## config.mk

```make
export PLATFORM = sky130hd
export DESIGN_NAME = mmss_display_serial_framer
export DESIGN_NICKNAME = d
export VERILOG_FILES = /design/src/design/mmss_pkg.sv /design/src/design/mmss_slot_cell.sv /design/src/design/mmss_digit_split.sv /design/src/design/mmss_display_serial_framer.sv
export SDC_FILE = /design/constraint.sdc
export NUM_CORES = 1
export LEC_CHECK = 0
export BUFFER_PORTS_ARGS = -buffer_cell sky130_fd_sc_hd__buf_2
export CAP_MARGIN = 20
export CORE_MARGIN = 2
export CORE_UTILIZATION = 40
export DETAILED_ROUTE_END_ITERATION = 16
export PLACE_DENSITY = 0.62
export RECOVER_POWER = 25
export SYNTH_ARGS = -nofsm -noshare
export SYNTH_HDL_FRONTEND = slang
export SYNTH_SLANG_ARGS = --single-unit
```

## constraint.sdc

```tcl
create_clock -name clk -period 4.5 [get_ports clk]
set_input_delay 0.9 -clock clk [delete_from_list [all_inputs] [get_ports clk]]
set_output_delay 0.9 -clock clk [all_outputs]
set_load 0.02 [all_outputs]
```

## src/design/mmss_pkg.sv

```systemverilog
// ----------------------------------------------------------------------------
// mmss_pkg
// Shared types, constants and the segment table for the display framer.
// ----------------------------------------------------------------------------
package mmss_pkg;

    // Slot chain length: one time frame is the longest frame
    localparam int NUM_CELLS   = 47;
    localparam int INIT_SLOTS  = 22;
    localparam int BYTE_SLOTS  = 9;
    localparam int TIME_BYTES  = 5;

    // Largest count shown (99:59)
    localparam logic [12:0] SECONDS_MAX = 13'd5999;

    // Reciprocal of 60 in 19 fractional bits, rounded up
    localparam logic [13:0] RECIP_60    = 14'd8739;

    // Fixed command bytes
    localparam logic [7:0] CMD_DATA    = 8'h40;
    localparam logic [7:0] CMD_DISPLAY = 8'h8F;
    localparam logic [7:0] CMD_ADDRESS = 8'hC0;
    localparam logic [7:0] COLON_BIT   = 8'h80;

    // Item request codes
    localparam logic FUNC_INIT = 1'b0;
    localparam logic FUNC_TIME = 1'b1;

    typedef enum logic [1:0] {
        SLOT_START = 2'd0,
        SLOT_BIT   = 2'd1,
        SLOT_STOP  = 2'd2
    } slot_kind_t;

    // One bus slot as held in a cell
    typedef struct packed {
        logic       vld;
        slot_kind_t kind;
        logic       bit_value;
        logic       last;
    } slot_t;

    // Decimal digits of one time item
    typedef struct packed {
        logic       func;
        logic [3:0] d0;
        logic [3:0] d1;
        logic [3:0] d2;
        logic [3:0] d3;
    } digits_t;

    // Map a decimal digit to its seven-segment pattern
    function automatic logic [7:0] seg_code(input logic [3:0] digit);
        logic [7:0] code;
        unique case (digit)
            4'd0:    code = 8'h3F;
            4'd1:    code = 8'h30;
            4'd2:    code = 8'h5B;
            4'd3:    code = 8'h79;
            4'd4:    code = 8'h74;
            4'd5:    code = 8'h6D;
            4'd6:    code = 8'h6F;
            4'd7:    code = 8'h38;
            4'd8:    code = 8'h7F;
            4'd9:    code = 8'h7D;
            default: code = 8'h00;
        endcase
        return code;
    endfunction

endpackage

```

## src/design/mmss_slot_cell.sv

```systemverilog
// ----------------------------------------------------------------------------
// mmss_slot_cell
// One cell of the slot chain: loads a slot in parallel or takes its neighbor's.
// ----------------------------------------------------------------------------
module mmss_slot_cell
    import mmss_pkg::*;
(
    input  logic  clk,
    input  logic  rst_n,
    input  logic  load,
    input  logic  shift,
    input  slot_t load_slot,
    input  slot_t next_slot,
    output slot_t slot
);

    slot_t slot_reg;
    slot_t slot_next;

    // Select parallel load, neighbor hand-off or hold
    always_comb
    begin
        slot_next = slot_reg;
        if (load)
        begin
            slot_next = load_slot;
        end
        else if (shift)
        begin
            slot_next = next_slot;
        end
    end

    // Hold the slot
    always_ff @(posedge clk or negedge rst_n)
    begin
        if (!rst_n)
        begin
            slot_reg <= '0;
        end
        else
        begin
            slot_reg <= slot_next;
        end
    end

    assign slot = slot_reg;

endmodule

```

## src/design/mmss_digit_split.sv

```systemverilog
// ----------------------------------------------------------------------------
// mmss_digit_split
// Three-stage elastic pipeline that saturates seconds and splits them into
// units and tens of seconds and of minutes.
// ----------------------------------------------------------------------------
module mmss_digit_split
    import mmss_pkg::*;
(
    input  logic        clk,
    input  logic        rst_n,
    input  logic        item_valid,
    output logic        item_stall,
    input  logic        func,
    input  logic [12:0] seconds,
    output logic        dig_valid,
    input  logic        dig_take,
    output digits_t     digits
);

    // Stage valid flags
    logic        s1_vld_reg, s1_vld_next;
    logic        s2_vld_reg, s2_vld_next;
    logic        s3_vld_reg, s3_vld_next;
    logic        s1_adv, s2_adv, s3_adv;

    // Stage payloads
    logic        s1_func_reg;
    logic [12:0] s1_secs_reg;
    logic [6:0]  s1_mins_reg;
    logic        s2_func_reg;
    logic [5:0]  s2_s60_reg;
    logic [6:0]  s2_mins_reg;
    logic [3:0]  s2_d3_reg;
    digits_t     s3_dig_reg;

    // Datapath signals
    logic [12:0] secs_sat;
    logic [26:0] mins_prod;
    logic [12:0] mins_x60;
    logic [12:0] s60_full;
    logic [14:0] d3_prod;
    logic [9:0]  d1_prod;
    logic [3:0]  d1;
    logic [5:0]  d0_full;
    logic [6:0]  d2_full;

    // Stage handshakes: a stage moves on when the next one is free or moving
    assign s3_adv      = s3_vld_reg && dig_take;
    assign s2_adv      = s2_vld_reg && (!s3_vld_reg || s3_adv);
    assign s1_adv      = s1_vld_reg && (!s2_vld_reg || s2_adv);
    assign item_stall  = s1_vld_reg && !s1_adv;

    always_comb
    begin
        s1_vld_next = (s1_vld_reg && !s1_adv) || (item_valid && !item_stall);
        s2_vld_next = (s2_vld_reg && !s2_adv) || s1_adv;
        s3_vld_next = (s3_vld_reg && !s3_adv) || s2_adv;
    end

    always_ff @(posedge clk or negedge rst_n)
    begin
        if (!rst_n)
        begin
            s1_vld_reg <= 1'b0;
            s2_vld_reg <= 1'b0;
            s3_vld_reg <= 1'b0;
        end
        else
        begin
            s1_vld_reg <= s1_vld_next;
            s2_vld_reg <= s2_vld_next;
            s3_vld_reg <= s3_vld_next;
        end
    end

    // Saturate and divide by 60 through the reciprocal
    always_comb
    begin
        secs_sat  = (seconds > SECONDS_MAX) ? SECONDS_MAX : seconds;
        mins_prod = 27'(secs_sat) * 27'(RECIP_60);
    end

    // Remainder of 60 and tens of minutes
    always_comb
    begin
        mins_x60 = {s1_mins_reg, 6'd0} - 13'({s1_mins_reg, 2'd0});
        s60_full = s1_secs_reg - mins_x60;
        d3_prod  = 15'(s1_mins_reg) * 15'd205;
    end

    // Tens and units of seconds, units of minutes
    always_comb
    begin
        d1_prod = 10'(s2_s60_reg) * 10'd13;
        d1      = {1'b0, d1_prod[9:7]};
        d0_full = s2_s60_reg - 6'({d1, 1'b0} + {d1, 3'b0});
        d2_full = s2_mins_reg - 7'({s2_d3_reg, 1'b0} + {s2_d3_reg, 3'b0});
    end

    // Advance payloads
    always_ff @(posedge clk)
    begin
        if (item_valid && !item_stall)
        begin
            s1_func_reg <= func;
            s1_secs_reg <= secs_sat;
            s1_mins_reg <= mins_prod[25:19];
        end
        if (s1_adv)
        begin
            s2_func_reg <= s1_func_reg;
            s2_s60_reg  <= s60_full[5:0];
            s2_mins_reg <= s1_mins_reg;
            s2_d3_reg   <= d3_prod[14:11];
        end
        if (s2_adv)
        begin
            s3_dig_reg.func <= s2_func_reg;
            s3_dig_reg.d0   <= d0_full[3:0];
            s3_dig_reg.d1   <= d1;
            s3_dig_reg.d2   <= d2_full[3:0];
            s3_dig_reg.d3   <= s2_d3_reg;
        end
    end

    assign dig_valid = s3_vld_reg;
    assign digits    = s3_dig_reg;

endmodule

```

## src/design/mmss_display_serial_framer.sv

```systemverilog
// ----------------------------------------------------------------------------
// mmss_display_serial_framer
// Builds the two-wire bus slot stream for a four-digit seven-segment display.
// ----------------------------------------------------------------------------
// Each item asks for the init sequence (22 slots) or a time frame (47 slots),
// and the block hands out one slot per cycle while slot_stall is low. A
// 47-cell slot chain holds the longest frame: a whole frame is loaded into
// the chain at once and shifted out one cell a cycle, unless slot_stall
// holds it, and the next frame loads in the cycle the last slot of the
// previous one leaves, so there is no gap between frames. The digit split
// ahead of the chain has three register stages, s1, s2 and s3, and an item
// passes through them in order before it is loaded into the chain; items are
// accepted while an earlier frame is still going out.
// ----------------------------------------------------------------------------
module mmss_display_serial_framer
    import mmss_pkg::*;
(
    input  logic        clk,
    input  logic        rst_n,
    input  logic        item_valid,
    output logic        item_stall,
    input  logic        func,
    input  logic [12:0] seconds,
    output logic        slot_valid,
    input  logic        slot_stall,
    output logic [1:0]  slot_kind,
    output logic        bit_value,
    output logic        last
);

    logic    dig_valid;
    logic    load;
    logic    shift;
    digits_t digits;
    logic [7:0] frame_byte [TIME_BYTES];
    slot_t   load_slot [NUM_CELLS];
    slot_t   cell_slot [NUM_CELLS];
    slot_t   next_slot [NUM_CELLS];

    // Front end: saturate and split into decimal digits
    mmss_digit_split u_split
    (
        .clk        (clk),
        .rst_n      (rst_n),
        .item_valid (item_valid),
        .item_stall (item_stall),
        .func       (func),
        .seconds    (seconds),
        .dig_valid  (dig_valid),
        .dig_take   (load),
        .digits     (digits)
    );

    // Shift whenever the head slot is taken; load once the chain drains
    assign shift = !slot_stall;
    assign load  = dig_valid && !cell_slot[1].vld && (!cell_slot[0].vld || !slot_stall);

    // Assemble the frame bytes of a time item
    always_comb
    begin
        frame_byte[0] = CMD_ADDRESS;
        frame_byte[1] = seg_code(digits.d0);
        frame_byte[2] = seg_code(digits.d1) | COLON_BIT;
        frame_byte[3] = seg_code(digits.d2);
        frame_byte[4] = seg_code(digits.d3);
    end

    // Lay out the whole frame across the cells
    always_comb
    begin
        for (int i = 0; i < NUM_CELLS; i++)
        begin
            load_slot[i] = '0;
        end
        if (digits.func == FUNC_TIME)
        begin
            load_slot[0] = '{vld: 1'b1, kind: SLOT_START, bit_value: 1'b0, last: 1'b0};
            for (int b = 0; b < TIME_BYTES; b++)
            begin
                for (int k = 0; k < BYTE_SLOTS; k++)
                begin
                    load_slot[1 + BYTE_SLOTS * b + k].vld       = 1'b1;
                    load_slot[1 + BYTE_SLOTS * b + k].kind      = SLOT_BIT;
                    load_slot[1 + BYTE_SLOTS * b + k].bit_value =
                        (k < 8) ? frame_byte[b][k[2:0]] : 1'b0;
                end
            end
            load_slot[NUM_CELLS - 1] =
                '{vld: 1'b1, kind: SLOT_STOP, bit_value: 1'b0, last: 1'b1};
        end
        else
        begin
            load_slot[0]  = '{vld: 1'b1, kind: SLOT_START, bit_value: 1'b0, last: 1'b0};
            load_slot[10] = '{vld: 1'b1, kind: SLOT_STOP, bit_value: 1'b0, last: 1'b0};
            load_slot[11] = '{vld: 1'b1, kind: SLOT_START, bit_value: 1'b0, last: 1'b0};
            load_slot[INIT_SLOTS - 1] =
                '{vld: 1'b1, kind: SLOT_STOP, bit_value: 1'b0, last: 1'b1};
            for (int k = 0; k < BYTE_SLOTS; k++)
            begin
                load_slot[1 + k].vld        = 1'b1;
                load_slot[1 + k].kind       = SLOT_BIT;
                load_slot[1 + k].bit_value  = (k < 8) ? CMD_DATA[k[2:0]] : 1'b0;
                load_slot[12 + k].vld       = 1'b1;
                load_slot[12 + k].kind      = SLOT_BIT;
                load_slot[12 + k].bit_value = (k < 8) ? CMD_DISPLAY[k[2:0]] : 1'b0;
            end
        end
    end

    // Slot chain: cell 0 drives the output, each cell takes its upper neighbor
    for (genvar g = 0; g < NUM_CELLS; g++)
    begin : g_cell
        if (g == NUM_CELLS - 1)
        begin : g_tail
            assign next_slot[g] = '0;
        end
        else
        begin : g_body
            assign next_slot[g] = cell_slot[g + 1];
        end

        mmss_slot_cell u_cell
        (
            .clk       (clk),
            .rst_n     (rst_n),
            .load      (load),
            .shift     (shift),
            .load_slot (load_slot[g]),
            .next_slot (next_slot[g]),
            .slot      (cell_slot[g])
        );
    end

    // Drive the output from the head cell
    assign slot_valid = cell_slot[0].vld;
    assign slot_kind  = cell_slot[0].kind;
    assign bit_value  = cell_slot[0].bit_value;
    assign last       = cell_slot[0].last;

endmodule
```

; Word-level counts from Yosys, hierarchy flattened
; Memory sizes are Yosys's and may differ from the RTL's. A register that Yosys moved wholly into a read port is not among the register bits.
; Cells that the tools add are included.
[classes]
add_sub_neg = 6
n_mul = 3
order_cmp = 1
eq_ne = 1
n_mux = 135
n_reduce_logical = 24
[op_table]
columns = operator, count
row1 = $mux W5, 95
row2 = $mux W4, 26
row3 = $mul A13 B14 Y26 const B, 1
row4 = $mul A7 B8 Y15 const B, 1
row5 = $gt A13 B13 Y1 const B, 1
row6 = $mux W13, 1
row7 = $mul A6 B4 Y10 const B, 1
row8 = $mux W1, 10
row9 = $logic_and A1 B1 Y1, 9
row10 = $logic_not A1 Y1, 9
row11 = $add A4 B4 Y4, 2
row12 = $sub A4 B4 Y4, 2
row13 = $logic_or A1 B1 Y1, 6
row14 = $mux W3, 2
row15 = $sub A1 B6 Y6 const A, 1
row16 = $sub A6 B6 Y6, 1
row17 = $mux W2, 1
row18 = $ne A2 B1 Y1 const B, 1
[word_totals]
ff_bits = 283
rom_bits = 448
out_inout_bits = 6
wordCells = 377
n_memories = 4
[mem_list]
columns = name, words, word_bits, read_ports, rd_ports_with_merged_regs, write_ports, line
row1 = (no name shown), 16, 7, 1, 1, 0, mmss_pkg.sv:55  ; unique case (digit)
row2 = (no name shown), 16, 7, 1, 1, 0, mmss_pkg.sv:55
row3 = (no name shown), 16, 7, 1, 1, 0, mmss_pkg.sv:55
row4 = (no name shown), 16, 7, 1, 1, 0, mmss_pkg.sv:55

; Logic depth before layout (Yosys ltp)
; Gate-level depths: netlist of run 1.
[depth]
word_depth = 13
depth_mapped = 21

; Hierarchy
; A second synthesis of run 1 with hierarchy kept.
[unflattened]
cells_unflattened = 1617
hier_area_um2 = 16877.4
[by_module_without_submodules]
columns = module, n_inst, cells_per_inst, area_per_inst_um2, seq_area_each_um2
row1 = mmss_slot_cell, 47, 22, 235.2, 125.1
row2 = mmss_digit_split, 1, 454, 4993.5, 1426.4
row3 = mmss_display_serial_framer, 1, 129, 828.3, 0.0

; Worst setup path before layout of run 1
; OpenSTA, ideal clock, no wires.
[synth_timing]
path_kind = input -> register
start = input port seconds[5]
end = register u_split.s1_mins_reg[5] (data pin)
setup_time_ps = 266
t_arrival_ps = 5084
required_ps = 4234
path_slack_ps = -850
path_stages = 18
path_buffers = 0
path_cell_list = a31oi_1 > nor2_1 > o21ai_0 > nand2b_1 > ha_1 > inv_1 > fa_1 > inv_1 > fa_1 > fa_1 > ha_1 > nand4_1 > nor4_1 > a221oi_1 > nor3_1 > o21ai_0 > a21boi_0 > xor2_1
[synth_between]
elab_chain_len = 3
[synth_lines]
columns = item, line
row1 = start: declaration, mmss_display_serial_framer.sv:23  ; input logic [12:0] seconds,
row2 = $gt A13 B13 Y1, mmss_digit_split.sv:79  ; secs_sat = (seconds > SECONDS_MAX) ? SECONDS_MAX : seconds;
row3 = $mux W13 (*), mmss_digit_split.sv:79
row4 = $mul A13 B14 Y26 (*), mmss_digit_split.sv:80  ; mins_prod = 27'(secs_sat) * 27'(RECIP_60);
row5 = net u_split.mins_prod[24], mmss_digit_split.sv:38  ; logic [26:0] mins_prod;
row6 = end signal: assignment, mmss_digit_split.sv:107  ; s1_mins_reg <= mins_prod[25:19];
row7 = end: declaration, mmss_digit_split.sv:29  ; logic [6:0] s1_mins_reg;
; Mark *: on every way through the listed nets, which the timed path passes. The rest lies on a longest branch.
; A chain may end at the register's enable or synchronous reset.

; Final worst setup path of run 1
[layout_timing]
start = input port seconds[6]
end = register u_split.s1_mins_reg[6] (data pin)
; Same word-level chain as after synthesis.

==> flow_summary.json, run 1 <==
{
  "netlist_instances": 1046,
  "power.total_mw": 9.444,
  "min_period_over_period_pct": 103.2,
  "leakagePower_nw": 7.031,
  "drc_errors": 0,
  "intPower_mw": 6.206,
  "grt_pass1_wl_um": 36430,
  "cp_slowest_stage_delay_ns": 0.47,
  "synthFlopType": "dfrtp_1",
  "crit_slowest_cell": "fa_1",
  "ys_ff_latch": 236,
  "skew_ns": 0.01040,
  "yosysWarnings": 0,
  "io_pins": 24,
  "violations": "capacitance limit, slew limit, setup timing",
  "drt_pass1_iterations": 5,
  "vias": 7560,
  "power_switching_mw": 3.239,
  "utilization_pct": 47.15,
  "track_usage_pct": 13.02,
  "cts_sinks": 236,
  "max-cap-violations": 1,
  "die_h_um": 180.5,
  "drive_gt1_share_pct": 14.56,
  "tightest_slew_ns": 2.134,
  "cts_setup_buffers": 0,
  "design.core.area_um2": 30670,
  "setup_ws_ns": -0.1456,
  "hold_violations": 0,
  "end_kind": "flip-flop",
  "status": "finished with violations",
  "gp_congestion": 0.7842,
  "drtIter0Drc": 514,
  "vdd_drop_max_v": 0.0003229,
  "dieArea_um2": 32590,
  "path_cells": "buf_8, a31oi_4, nor2_4, o21ai_4, nand2b_1, ha_1, inv_2, fa_1, inv_1, fa_1, fa_1, ha_1, nand4_1, nor4_2, a221oi_1, buf_4, nor3_4, nor2_2, o21ai_1, xnor2_1",
  "path_max_fanout": 4,
  "io_buffers": 23,
  "wl_per_cell_um": 13.56,
  "timing.fmax_mhz": 215.3,
  "gr-total-overflow": 0,
  "num_rows": 64,
  "clockBufferDepth": 3,
  "worstPathRequired_ns": 4.77,
  "crit_top_cell": "fa_1",
  "dp_hpwl_um": 14400,
  "antenna_found_initial": 0,
  "cp.arrival_ns": 4.92,
  "synth_area_um2": 12460,
  "setup_viol": 6,
  "cts_tree": "done",
  "num_antenna_cells": 0,
  "clk_pin_slew_ns": 0.07,
  "ant_nets": 0,
  "synth_edf_count": 45,
  "hold_slack_ns": 0.4205,
  "fin_crit_ns": 4.646,
  "ff2ff_path_depth": 17,
  "seq_area_frac_synth_pct": 48.06,
  "min-delay-path-class": "flip-flop to flip-flop",
  "place_area_um2": 13380,
  "start_util_pct": 40.64,
  "seqPwrFrac_pct": 36.2,
  "design_area_um2": 14460,
  "final_max_slew_viol_count": 92,
  "worstHoldPathCells": 0,
  "nNetsFinal": 1306,
  "rsz0062_at_grt": "true",
  "synth.distinct_cells": 57,
  "async_reset_ff_share_pct": 69.07,
  "clock_power_share_pct": 24.9,
  "crit_type": "input port to flip-flop",
  "syn2layout_area_growth_pct": 16.02,
  "p_per_area_nw_per_um2": 653.1,
  "largest_reg_flops": 160,
  "fp.dieW_um": 180.5,
  "maxSlewHeadroom_pct": -42.27,
  "synthesis.nets": 1245,
  "via_per_inst": 4.967,
  "h-tree-depth": 1,
  "grt_pass1_vias": 7757,
  "clk_latency_ns": 0.52,
  "cts_root_buf": "clkbuf_16",
  "drt_wl_total_um": 20640,
  "startpoint_type": "input port",
  "swShare_pct": 34.29,
  "synth_area_per_cell_um2": 11.92,
  "power_frac_comb_pct": 38.9,
  "cts-buffers-inserted": 25,
  "grt_max_degree": 115
}
## cells in the mapped netlist (9+ instances only)
master,number,area share (%)
mux2i_1,66,5.3
dfxtp_1,28,4.5
ha_1,151,15
o21ai_0,19,0.76
a22o_1,72,5.1
clkbuf_1,33,0.99
xor2_1,9,0.63
xnor2_1,16,1.1
nand2_1,51,1.5
a221o_1,28,2.2
nor2_1,28,0.84
inv_1,110,3.3
buf_1,10,0.30
edfxtp_1,45,11
a21oi_1,72,2.9
fa_1,30,4.8
dfrtp_1,163,33
nand2b_1,13,0.65
## cell type report
type,instances,area [um2]
well taps,396,495.5
multi-input cells,653,6020
clock buffers,31,732.0
clock inverters,15,235.2
inverters,111,416.7
repair buffers,80,571.8
flip-flops and latches,236,5991
fillers,2795,16210
## worst max-delay path, delay by kind of cell
| family | cells | cell delay [ns] |
|---|---|---|
| XOR/XNOR | 1 | 0.08 |
| AO/OA/AOI/OAI | 4 | 0.67 |
| AND/OR/NAND/NOR | 6 | 0.87 |
| buffers and inverters | 4 | 0.37 |
| adder cells (fa/ha/maj) | 5 | 2.03 |
## power groups by stage
stage	logic [mW]	clock network [mW]	registers, mW
2_1_floorplan	2.87	0	3.35
3_3_place_gp	3.56	0	3.45
3_5_place_dp	3.67	0	3.45
4_1_cts	3.72	2.41	3.42
5_1_grt	4.26	2.50	3.51
6_report	3.68	2.35	3.42
## cell usage in the layout, fill, tap and decap left out, drive strengths merged, types with 3 or more instances in the layout
master / instances
mux2: 3
a21boi: 3
o21a: 6
a221o: 28
a22o: 72
dfxtp: 28
a21o: 7
nor2b: 7
nor3: 5
nand2: 52
clkbuf: 33
xor2: 9
nor2: 28
bufinv: 6
o21ai: 21
a21bo: 4
fa: 30
xnor2: 17
nand3: 9
a31oi: 4
buf: 78
mux2i: 67
o22a: 8
ha: 151
a21oi: 73
and2: 7
edfxtp: 45
nor3b: 6
clkinv: 6
dfrtp: 163
nand2b: 13
inv: 114
## final timing paths
path	start	to	slack, ns
setup / recovery	seconds[6]	u_split.s1_mins_reg[6]	-0.15
hold / removal	u_split.s1_secs_reg[1]	u_split.s2_s60_reg[1]	0.42
setup reg to reg	u_split.s2_s60_reg[1]	frame_byte[29]	0.29
hold reg to reg	u_split.s1_secs_reg[1]	u_split.s2_s60_reg[1]	0.42
max in group asynchronous	rst_n	g_cell[0].u_cell.slot[1]	1.05
min in group asynchronous	rst_n	g_cell[5].u_cell.slot[4]	0.66
## metal layers
| layer | vias up | share of wire [%] | GRT usage [%] |
|---|---|---|---|
| li1 | 3822 | - | - |
| met1 | 3642 | 48 | 17.45 |
| met2 | 68 | 48 | 22.26 |
| met3 | 28 | 2.8 | 2.162 |
| met4 | 0 | 1.4 | 2.710 |
| met5 | - | 0 | 0 |
## logic make-up after synthesis
family          share of synthesized area [%]
xor+xnor                                1.887
compound gates                          14.19
buf+inv                                 4.798
fa+ha+maj                               19.98
mux                                     5.682
flops                                   48.06
simple gates                            5.401
## repair_timing
action | CTS | global route
setup endpoints to repair | 7 | 11
pin swaps | 17 | 9
gates resized for setup | 16 | 13
hold buffers | 0 | 0
## through the flow
step	worst slack [ns]	setup TNS (ns)	instances
floorplan	-0.3125	-1.589	1046
global placement	-0.6478	-4.066	1475
detailed placement	-0.8354	-5.113	1475
CTS	-0.1058	-0.3277	1521
global route	-0.3228	-1.560	1522
finish	-0.1456	-0.4222	1522
No activity file was read; power rests on OpenSTA's default activity.
==> inputs of run 2 (changes only) <==
--- a/config.mk
+++ b/config.mk
@@ -5,8 +5,9 @@
 export SDC_FILE = /design/constraint.sdc
 export NUM_CORES = 1
 export LEC_CHECK = 0
-export BUFFER_PORTS_ARGS = -buffer_cell sky130_fd_sc_hd__buf_2
+export BUFFER_PORTS_ARGS = -buffer_cell sky130_fd_sc_hd__clkbuf_2
 export CAP_MARGIN = 20
+export CORE_ASPECT_RATIO = 1.5
 export CORE_MARGIN = 2
 export CORE_UTILIZATION = 40
 export DETAILED_ROUTE_END_ITERATION = 16
==> flow_summary.json, run 2 (synthesis results as in run 1) <==
{
  "cts_sinks": 236,
  "crit_type": "input port to flip-flop",
  "io_buffers": 23,
  "num_rows": 79,
  "setup_tns_ns": -0.4148,
  "r2r_end": "frame_byte[29]",
  "worstPathRequired_ns": 4.75,
  "dp_hpwl_um": 15500,
  "grt_pass1_vias": 7800,
  "violations": "capacitance limit, slew limit, setup timing",
  "grt_max_degree": 96,
  "gr-total-overflow": 0,
  "clock_power_share_pct": 21.3,
  "drive_gt1_share_pct": 14.73,
  "ant_nets": 0,
  "syn2layout_area_growth_pct": 15.36,
  "cp.arrival_ns": 4.87,
  "gp_congestion": 0.8623,
  "path_max_fanout": 2,
  "power_switching_mw": 3.274,
  "setup_viol": 7,
  "max-cap-violations": 1,
  "io_pins": 24,
  "antenna_found_initial": 0,
  "vias": 7685,
  "start_util_pct": 40.42,
  "timing.fmax_mhz": 216.2,
  "nNetsFinal": 1305,
  "clockBufferDepth": 3,
  "drt_pass1_iterations": 4,
  "fp.dieW_um": 148.1,
  "end_kind": "flip-flop",
  "startpoint_type": "input port",
  "layout_common_cells": "dfrtp_1, ha_1, inv_1",
  "intPower_mw": 5.953,
  "clk_pin_slew_ns": 0.06,
  "swShare_pct": 35.48,
  "final_common_cell": "dfrtp_1",
  "track_usage_pct": 13.58,
  "min_from": "u_split.s1_func_reg",
  "r2r_start": "u_split.s2_s60_reg[3]",
  "die_h_um": 220.2,
  "ff2ff_path_depth": 17,
  "fill_cells": 2864,
  "min_period_over_period_pct": 102.8,
  "grt_pass1_wl_um": 36980,
  "seqPwrFrac_pct": 37.1,
  "setup_ws_ns": -0.1258,
  "hold_violations": 0,
  "tightest_slew_ns": 2.397,
  "wl_per_cell_um": 14.41,
  "clk_latency_ns": 0.51,
  "fin_crit_ns": 4.626,
  "design.core.area_um2": 30840,
  "cts_tree": "done",
  "ff_latch_area_um2": 5991,
  "drc_errors": 0,
  "cts_root_buf": "clkbuf_16",
  "worstHoldPathCells": 0,
  "num_antenna_cells": 0,
  "via_per_inst": 5.039,
  "utilization_pct": 46.62,
  "pre_cts_ws_ns": -0.8586,
  "skew_ns": 0.006725,
  "cts_hold_buf": 0,
  "drtIter0Drc": 263,
  "dieArea_um2": 32620,
  "multi_input_area_um2": 6080,
  "leakagePower_nw": 6.973,
  "final_max_slew_viol_count": 95,
  "maxSlewHeadroom_pct": -59.77,
  "status": "finished with violations",
  "drt_wl_total_um": 21980,
  "cts-buffers-inserted": 23,
  "h-tree-depth": 1,
  "rsz0062_at_grt": "true",
  "r2r_slack_ns": 0.21,
  "largest_reg_flops": 160,
  "min_to": "u_split.s2_func_reg",
  "power_frac_comb_pct": 41.6,
  "p_per_area_nw_per_um2": 641.7,
  "min-delay-path-class": "flip-flop to flip-flop",
  "vdd_drop_max_v": 0.0002784,
  "setup.worst_path.start": "seconds[4]"
}
run 2: cell count changes in the layout (fill, tap and decap cells not counted), sizes merged:
cell,previous run,this run
bufinv,6,2
clkinv,6,3
inv,114,112
clkbuf,33,53
buf,78,61
run 2: worst max path at each step:
stage	to	slack [ns]	cells past startpoint
floorplan	u_split.s1_mins_reg[5]	-0.31	18
global placement	u_split.s1_mins_reg[5]	-0.66	22
detailed placement	u_split.s1_mins_reg[5]	-0.86	20
CTS	u_split.s1_mins_reg[5]	-0.14	20
global route	u_split.s1_mins_reg[5]	-0.30	19
finish	u_split.s1_mins_reg[5]	-0.13	19
run 2: final cells by class:
| class | count | share of cell area (%) |
|---|---|---|
| well taps | 405 | 3.524 |
| clock buffers | 33 | 4.829 |
| inverters | 111 | 2.898 |
| flip-flops and latches | 236 | 41.66 |
| repair buffers | 81 | 4.220 |
| clock inverters | 6 | 0.5830 |
| multi-input cells | 653 | 42.28 |
run 2: what timing repair did:
action                                  CTS  global route
endpoints found under the setup margin    7             7
pin swaps                                15            12
gates resized for setup                   7            36
setup buffers                             2             1
run 2: routing by layer:
layer	vias to the layer above	wire length, um	global-route usage [%]
met3	37	470	1.526
met2	69	11950	26.03
met4	0	535	4.476
met5	-	0	0
li1	3821	-	-
met1	3758	9019	15.64
run 2: through the flow:
step / cells / hold slack, ns / area [um2] / power (mW)
finish: 1525 / 0.4189 / 14380 / 9.227
global route: 1525 / 0.4227 / 14380 / 10.01
CTS: 1525 / 0.4208 / 14230 / 9.282
detailed placement: 1484 / 0.4056 / 13410 / 7.234
global placement: 1484 / 0.4027 / 13410 / 7.096
floorplan: 1046 / 0.4003 / 12490 / 6.220
run 2: power groups by stage:
stage / Clock, mW / Sequential, mW / Combinational [mW]
floorplan: 0 / 3.35 / 2.87
global placement: 0 / 3.45 / 3.64
detailed placement: 0 / 3.47 / 3.76
CTS: 2.03 / 3.43 / 3.82
global route: 2.10 / 3.51 / 4.39
finish: 1.96 / 3.42 / 3.84
run 2: worst max-delay path, cell delays in order:
cell and delay, ns:
buf_6 0.10, a31oi_4 0.18, nor2_2 0.07, o21ai_2 0.17, nand2b_1 0.10, ha_1 0.30, inv_2 0.04, fa_1 0.47
inv_1 0.05, fa_1 0.49, fa_1 0.53, ha_4 0.30, nand4_1 0.15, nor4_4 0.34, a221oi_4 0.14, nor3_4 0.20
o21ai_2 0.10, a21boi_2 0.15, xor2_1 0.08
==> inputs of run 3 (changes only) <==
--- a/config.mk
+++ b/config.mk
@@ -13,6 +13,7 @@
 export DETAILED_ROUTE_END_ITERATION = 16
 export PLACE_DENSITY = 0.62
 export RECOVER_POWER = 25
+export REMOVE_ABC_BUFFERS = 1
 export SYNTH_ARGS = -nofsm -noshare
 export SYNTH_HDL_FRONTEND = slang
 export SYNTH_SLANG_ARGS = --single-unit
==> constraint.sdc (replaced) <==
create_clock -name clk -period 5.35 [get_ports clk]
set_input_delay 1.07 -clock clk [delete_from_list [all_inputs] [get_ports clk]]
set_output_delay 1.07 -clock clk [all_outputs]
set_load 0.02 [all_outputs]
==> flow_summary.json, run 3 (synthesis results as in run 1) <==
{
  "leakagePower_nw": 6.819,
  "p_per_area_nw_per_um2": 544.1,
  "place_area_um2": 13210,
  "status": "finished with violations",
  "timing.fmax_mhz": 200.9,
  "gr-total-overflow": 0,
  "power_switching_mw": 2.693,
  "grt_max_degree": 99,
  "crit_type": "input port to flip-flop",
  "cts_hold_buf": 0,
  "cp.arrival_ns": 5.23,
  "violations": "capacitance limit, slew limit",
  "r2r_start": "u_split.s2_s60_reg[3]",
  "ant_nets": 0,
  "seqPwrFrac_pct": 37.8,
  "drc_errors": 0,
  "power_frac_comb_pct": 40.1,
  "cts_sinks": 236,
  "wl_per_cell_um": 14.20,
  "clock_power_share_pct": 22.1,
  "io_buffers": 23,
  "startpoint_type": "input port",
  "via_per_inst": 5.031,
  "grt-busiest-layer": "met2",
  "met3_usage_pct": 1.402,
  "die_h_um": 220.2,
  "end_kind": "flip-flop",
  "intPower_mw": 4.931,
  "vdd_drop_max_v": 0.0002526,
  "crit_top_cell": "ha_1",
  "antenna_found_initial": 0,
  "path_max_fanout": 7,
  "rsz0062_at_grt": "false",
  "syn2layout_area_growth_pct": 12.43,
  "grt_pass1_vias": 7943,
  "drive_gt1_share_pct": 10.16,
  "setup_tns_ns": 0,
  "h-tree-depth": 1,
  "drt_pass1_iterations": 4,
  "setup_ws_ns": 0.3733,
  "num_antenna_cells": 0,
  "gr-usage-met1_pct": 15.13,
  "clk_pin_slew_ns": 0.06,
  "dp_hpwl_um": 15440,
  "track_usage_pct": 13.54,
  "vias": 7581,
  "swShare_pct": 35.32,
  "path_delay_family": "adder cells",
  "tightest_slew_ns": 3.323,
  "design.core.area_um2": 30840,
  "min_period_over_period_pct": 93.02,
  "num_rows": 79,
  "min_from": "u_split.s1_secs_reg[0]",
  "grt_use_met2_pct": 26.67,
  "pre_cts_ws_ns": -0.2481,
  "max-cap-violations": 1,
  "drtIter0Drc": 271,
  "hold_slack_ns": 0.4169,
  "crit_slowest_cell": "fa_1",
  "gp_congestion": 0.8482,
  "start_util_pct": 40.42,
  "drt_wl_total_um": 21400,
  "layout_common_cells": "dfrtp_1, ha_1, inv_1",
  "cp_slowest_stage_delay_ns": 0.42,
  "nNetsFinal": 1283,
  "largest_reg_flops": 160,
  "clk_latency_ns": 0.50,
  "fp.dieW_um": 148.1,
  "r2r_slack_ns": 1.01,
  "dieArea_um2": 32620,
  "io_pins": 24,
  "clockBufferDepth": 3,
  "maxSlewHeadroom_pct": -121.5,
  "setup.worst_path.start": "seconds[6]",
  "cp.buffers_inverters": 5,
  "final_max_slew_viol_count": 66,
  "skew_ns": 0.008890,
  "final_common_cell": "dfrtp_1",
  "design_area_um2": 14010,
  "path_cells": "clkbuf_2, a31oi_1, nor2_1, o21ai_1, buf_4, nand2b_1, ha_1, ha_1, ha_1, inv_1, fa_1, inv_1, fa_1, ha_1, nand4_1, nor4_1, a221oi_1, buf_4, nor3_1, o21ai_0, a21boi_1, xor2_1",
  "hold_violations": 0,
  "setup_viol": 0,
  "grt_pass1_wl_um": 37180,
  "cts-buffers-inserted": 24,
  "worstPathRequired_ns": 5.60,
  "fin_crit_ns": 4.977,
  "cts_root_buf": "clkbuf_16",
  "min-delay-path-class": "flip-flop to flip-flop",
  "cts_tree": "done"
}
## run 3: worst reg2reg max path: stages (launching register included)
cell and delay, ns:
edfxtp_1 0.48, ha_1 0.32, inv_1 0.05, fa_1 0.50, inv_1 0.04, ha_1 0.26, o21ai_1 0.07, a22oi_2 0.32
a21oi_1 0.13, xnor2_1 0.20, ha_1 0.34, nor3b_1 0.27, nor2b_1 0.08, mux2_2 0.27, xnor2_1 0.22, xnor2_2 0.16
a32oi_2 0.29, a21bo_1 0.25
## run 3: per-layer routing
metal	up-vias	wire length, um
met5	-	0
met4	0	500
met3	26	469
met2	72	11790
met1	3715	8633
li1	3768	-
## run 3: power by group through the flow
stage          registers, mW  logic, mW  clock network, mW
4_1_cts                 2.89       3.12               1.74
3_5_place_dp            2.92       3.10                  0
3_3_place_gp            2.90       3.01                  0
6_report                2.88       3.05               1.69
5_1_grt                 2.95       3.52               1.82
2_1_floorplan           2.83       2.36                  0
## run 3: final cells by class
class | count | area (um2)
sequential | 236 | 5991
inverter | 111 | 416.7
clock buffer | 37 | 752.0
timing repair buffer | 58 | 387.9
multi-input combinational | 653 | 5897
fill | 2843 | 16830
tap | 405 | 506.7
clock inverter | 7 | 62.56
## run 3: stage by stage
| step | util, % | instances | power (mW) |
|---|---|---|---|
| global route | 45.44 | 1507 | 8.292 |
| global placement | 42.84 | 1463 | 5.910 |
| finish | 45.44 | 1507 | 7.624 |
| floorplan | - | 1000 | 5.190 |
| CTS | 45.48 | 1507 | 7.755 |
| detailed placement | 42.84 | 1463 | 6.020 |
## run 3: timing repair
item                       4_1_cts  5_1_grt
setup endpoints to repair        0        1
resized for setup                0        2
setup buffers                    0        0
## run 3: path summary, 6_finish.rpt
check                                            endpoint  depth (start not counted)
worst max-delay path               u_split.s1_mins_reg[5]                         22
worst min-delay path                u_split.s2_s60_reg[0]                          0
worst max register to register             frame_byte[24]                         17
worst min register to register      u_split.s2_s60_reg[0]                          0
max in group asynchronous       g_cell[17].u_cell.slot[0]                          2
min in group asynchronous       g_cell[17].u_cell.slot[4]                          1
